## src/rtl/rvcore_pkg.sv

```systemverilog
// shared types and constants for the rv64i subset core
// no dependencies

package rvcore_pkg;

  localparam int XLEN     = 64;
  localparam int PC_W     = 16;
  localparam int RF_DEPTH = 32;

  // item kinds
  localparam logic ITEM_WRITE = 1'b0;
  localparam logic ITEM_EXEC  = 1'b1;

  // configuration register indexes
  localparam logic CFG_ENTRY = 1'b0;
  localparam logic CFG_STACK = 1'b1;

  localparam logic [PC_W-1:0] ENTRY_RESET = 16'h0000;
  localparam logic [PC_W-1:0] STACK_RESET = 16'hfff0;

  // major opcodes
  localparam logic [6:0] OPC_OP     = 7'h33;
  localparam logic [6:0] OPC_OPIMM  = 7'h13;
  localparam logic [6:0] OPC_LOAD   = 7'h03;
  localparam logic [6:0] OPC_STORE  = 7'h23;
  localparam logic [6:0] OPC_LUI    = 7'h37;
  localparam logic [6:0] OPC_AUIPC  = 7'h17;
  localparam logic [6:0] OPC_JAL    = 7'h6f;
  localparam logic [6:0] OPC_JALR   = 7'h67;
  localparam logic [6:0] OPC_BRANCH = 7'h63;
  localparam logic [6:0] OPC_SYSTEM = 7'h73;

  localparam logic [6:0] F7_BASE = 7'h00;
  localparam logic [6:0] F7_ALT  = 7'h20;
  localparam logic [5:0] F6_BASE = 6'h00;
  localparam logic [5:0] F6_ALT  = 6'h10;

  localparam logic [4:0] REG_ZERO = 5'd0;
  localparam logic [4:0] REG_SP   = 5'd2;
  localparam logic [4:0] REG_A7   = 5'd17;

  localparam logic [XLEN-1:0] SYS_EXIT       = 64'd93;
  localparam logic [XLEN-1:0] SYS_EXIT_GROUP = 64'd94;

  typedef struct packed {
    logic        op;
    logic [15:0] addr;
    logic [7:0]  data;
  } item_t;

  typedef struct packed {
    logic [PC_W-1:0] pc_after;
    logic [31:0]     word;
    logic            wr;
    logic [4:0]      idx;
    logic [XLEN-1:0] val;
    logic            halted;
  } result_t;

endpackage

```

## src/rtl/rvcore_front.sv

```systemverilog
// front end: accepts items and queues them for the execution back end
// depends on rvcore_pkg

module rvcore_front
  import rvcore_pkg::*;
(
  input  logic        clk,
  input  logic        rst_n,
  input  logic        in_valid,
  output logic        in_ready,
  input  logic        in_op,
  input  logic [15:0] in_load_address,
  input  logic [7:0]  in_load_byte,
  output logic        q_valid,
  output item_t       q_item,
  input  logic        q_pop
);

  item_t       slot_r [2];
  logic        wp_r, wp_nxt;
  logic        rp_r, rp_nxt;
  logic [1:0]  cnt_r, cnt_nxt;
  logic        push;
  item_t       in_item;

  assign in_ready = (cnt_r != 2'd2);
  assign push     = in_valid && in_ready;
  assign q_valid  = (cnt_r != 2'd0);
  assign q_item   = slot_r[rp_r];

  // loader writes and instruction steps are tagged here and kept in order
  always_comb begin
    in_item.op   = in_op ? ITEM_EXEC : ITEM_WRITE;
    in_item.addr = in_load_address;
    in_item.data = in_load_byte;
  end

  always_comb begin
    wp_nxt  = wp_r ^ push;
    rp_nxt  = rp_r ^ q_pop;
    cnt_nxt = cnt_r + {1'b0, push} - {1'b0, q_pop};
  end

  always_ff @(posedge clk) begin
    if (!rst_n) begin
      wp_r  <= 1'b0;
      rp_r  <= 1'b0;
      cnt_r <= 2'd0;
    end else begin
      wp_r  <= wp_nxt;
      rp_r  <= rp_nxt;
      cnt_r <= cnt_nxt;
    end
  end

  always_ff @(posedge clk) begin
    if (push) begin
      slot_r[wp_r] <= in_item;
    end
  end

endmodule

```

## config.mk

```make
export PLATFORM = sky130hd
export DESIGN_NAME = rvcore_front
export DESIGN_NICKNAME = d
export VERILOG_FILES = /design/src/rtl/rvcore_pkg.sv /design/src/rtl/rvcore_front.sv
export SDC_FILE = /design/constraint.sdc
export NUM_CORES = 1
export LEC_CHECK = 0
export BUFFER_PORTS_ARGS = -buffer_cell sky130_fd_sc_hd__buf_2
export CAP_MARGIN = 30
export CORE_MARGIN = 3
export CORE_UTILIZATION = 30
export DETAILED_ROUTE_END_ITERATION = 16
export SETUP_SLACK_MARGIN = 0.15
export SYNTH_ARGS = -nofsm -noshare
export SYNTH_HDL_FRONTEND = slang
export SYNTH_SLANG_ARGS = --single-unit
```

## constraint.sdc

```tcl
create_clock -name clk -period 5.5 [get_ports clk]
set_clock_uncertainty 0.05 [all_clocks]
set_input_delay 1.1 -clock clk [delete_from_list [all_inputs] [get_ports clk]]
set_output_delay 1.1 -clock clk [all_outputs]
set_load 0.01 [all_outputs]
```

==> metrics.yaml <==
placed_design:
  gp_congestion: 0.6644
  dp_hpwl_mm: 2.444
  io_buffers: 55
  dp_cells: 253
  pre_cts_ws_ps: 2919
  place_area_sq_um: 2530
floorplanning:
  dieArea_sq_um: 8123
  num_io_pins: 56
  die_y_microns: 90.13
  core-area_sq_um: 6832
  core.rowCount: 30
  die_w_microns: 90.13
  start_util_pct: 31.08
cells_and_area:
  drive_gt1_share_pct: 50.91
  layout_common_cells: "buf_2 (55), edfxtp_1 (50), mux2_4 (20), mux2_1 (5), clkbuf_8 (5)"
  n_antenna_cell: 0
  fillers: 683
  finalInstanceArea_sq_um: 2610
  final_common_cell: "buf_2"
  final_cells: 261
  final_net_count: 195
  layout-area-overhead-vs-synth_pct: 22.92
worst_setup_path:
  r2r_setup_slack_ps: 3810
  endpoint_kind: "output port"
  critPathMaxFanout: 25
  required_ps: 4350
  critPathKind: "flop to output port"
  start_kind: "flop"
  crit_arrival_ps: 1700
synthesis:
  synth.avg_cell_area_sq_um: 20.61
  synth_edf_count: 50
  synth_top_area_share_pct: 70.71
  synth.area.top_cells: "edfxtp_1 (71%), mux2_4 (14%), dfxtp_1 (4.7%), mux2_1 (2.7%), ha_1 (1.2%)"
  syn_inst: 103
  ys_warn_count: 0
  synth_nets: 134
  async_reset_ff_share_pct: 0
  yosys_most_used_dff: "edfxtp_1"
  synth_largest_area_cell: "edfxtp_1"
  syn_area_sq_um: 2123
  synth-seq-cells: 55
  synth-seq-area-share_pct: 75.43
  synthDistinctLibCells: 20
sta:
  finalCritPeriodShare_pct: 51.73
  whs_ps: 538.2
  rsz0062_at_grt: "false"
  relSlewSlack_pct: 46.88
  fmax_mhz: 351.5
  min_period_ps: 2845
  worst_slew_pin_slew_ps: 796.7
  finalHoldViolCount: 0
  setup_viol: 0
  finalSetupTns_ps: 0
  worst_slack_ps: 2655
  slew_violations: 0
global_route:
  grt_max_degree: 26
  grt_pass1_wl_mm: 5.540
  grt_use_total_pct: 8.663
  antenna_found_initial: 0
  overflow: 0
  grt_pass1_vias: 1120
routing:
  wirelength_mm: 3.409
  viasPerCell: 3.996
  route.detailed.drc: 0
  dr.pass1.iters: 4
  first_iter_violations: 32
  wl_per_cell_microns: 13.06
  ant_nets: 0
  vias: 1043
cts:
  cts_tree: "yes"
  cts.sinks: 55
  cts_buffers: 5
  postCtsSetupBuffers: 0
  clkSlewWorstSetupHoldPaths_ps: 90
  root_buffer: "clkbuf_8"
  h-tree-depth: 2
  clk_latency_ps: 290
  cts_buffer_depth: 2
  ctsResizeCount: 0
  hold_buffers: 0
power_and_ir_drop:
  pwr_density_cell_nw_per_um2: 333.9
  p_leak_uw: 0.001026
  peakVddDrop_v: 0.0001323
job:
  maxCapViolCount: 0
run_status:
  status: "finished, final reports clean"
hold_path:
  min_path_type: "flop to flop"
## per-layer routing
| metal | GRT usage (%) | part of all wire (%) | vias to the layer above | wire length (microns) |
|---|---|---|---|---|
| met5 | 0 | 0 | - | 0 |
| met4 | 1.913 | 0.50 | 0 | 17 |
| met3 | 3.180 | 6.2 | 3 | 213 |
| met2 | 15.25 | 52 | 32 | 1779 |
| met1 | 10.08 | 41 | 497 | 1399 |
| li1 | - | - | 511 | - |
## synthesized netlist by cell type, drive strengths merged, types with 2 or more instances
master / number
ha: 2
mux2: 25
dfxtp: 5
nand2b: 2
and2: 3
nand2: 2
buf: 3
edfxtp: 50
inv: 2
## power by group
group	switching, uW	internal [uW]
Combinational	68.0	80.4
Sequential	19.7	503
Clock	113	87.1
## registers in the layout (all words and copies together) (netlist names), named ones only
| signal | cells |
|---|---|
| wp_r | 1 |
| cnt_r | 2 |
| slot_r | 50 |
| rp_r | 1 |
## cells by family (layout without fill, tap and decap cells)
logic type | count (synthesis) | in the layout | synth area share, %
buffers and inverters | 5 | 67 | 1.650
xor gates and xnor gates | 2 | 2 | 0.8251
AOI/OAI and AO/OA | 2 | 2 | 0.7069
muxes | 26 | 26 | 17.27
DFF | 55 | 55 | 75.43
adders and majority gates | 2 | 2 | 1.178
and+or+nand+nor | 11 | 11 | 2.947
## critical path, cell delays in order, from the launching register on
cell     delay [ps]
dfxtp_2         860
mux2_1          400
buf_2           150
## metrics by stage
step	power, uW	utilization, %
3_5_place_dp	686.2	37.03
4_1_cts	884.4	38.21
6_report	871.4	38.21
3_3_place_gp	676.6	36.63
2_1_floorplan	620.8	-
5_1_grt	921.8	38.21
## final timing paths
check,startpoint,to,cells past startpoint
min,rp_r,rp_r,2
max,flop,q_item[3],2
min reg2reg,rp_r,rp_r,2
max reg2reg,cnt_r[0],slot_r[0][14],5
## layout make-up
type | instances | area (sq um) | area share [%]
Timing Repair Buffer | 57 | 310.3 | 11.89
Multi-Input combinational cell | 43 | 489.2 | 18.74
Tap cell | 96 | 120.1 | 4.602
Sequential cell | 55 | 1603 | 61.41
Clock inverter | 2 | 7.507 | 0.2876
Clock buffer | 6 | 72.57 | 2.780
Inverter | 2 | 7.507 | 0.2876
No activity file was read; power rests on OpenSTA's default activity.
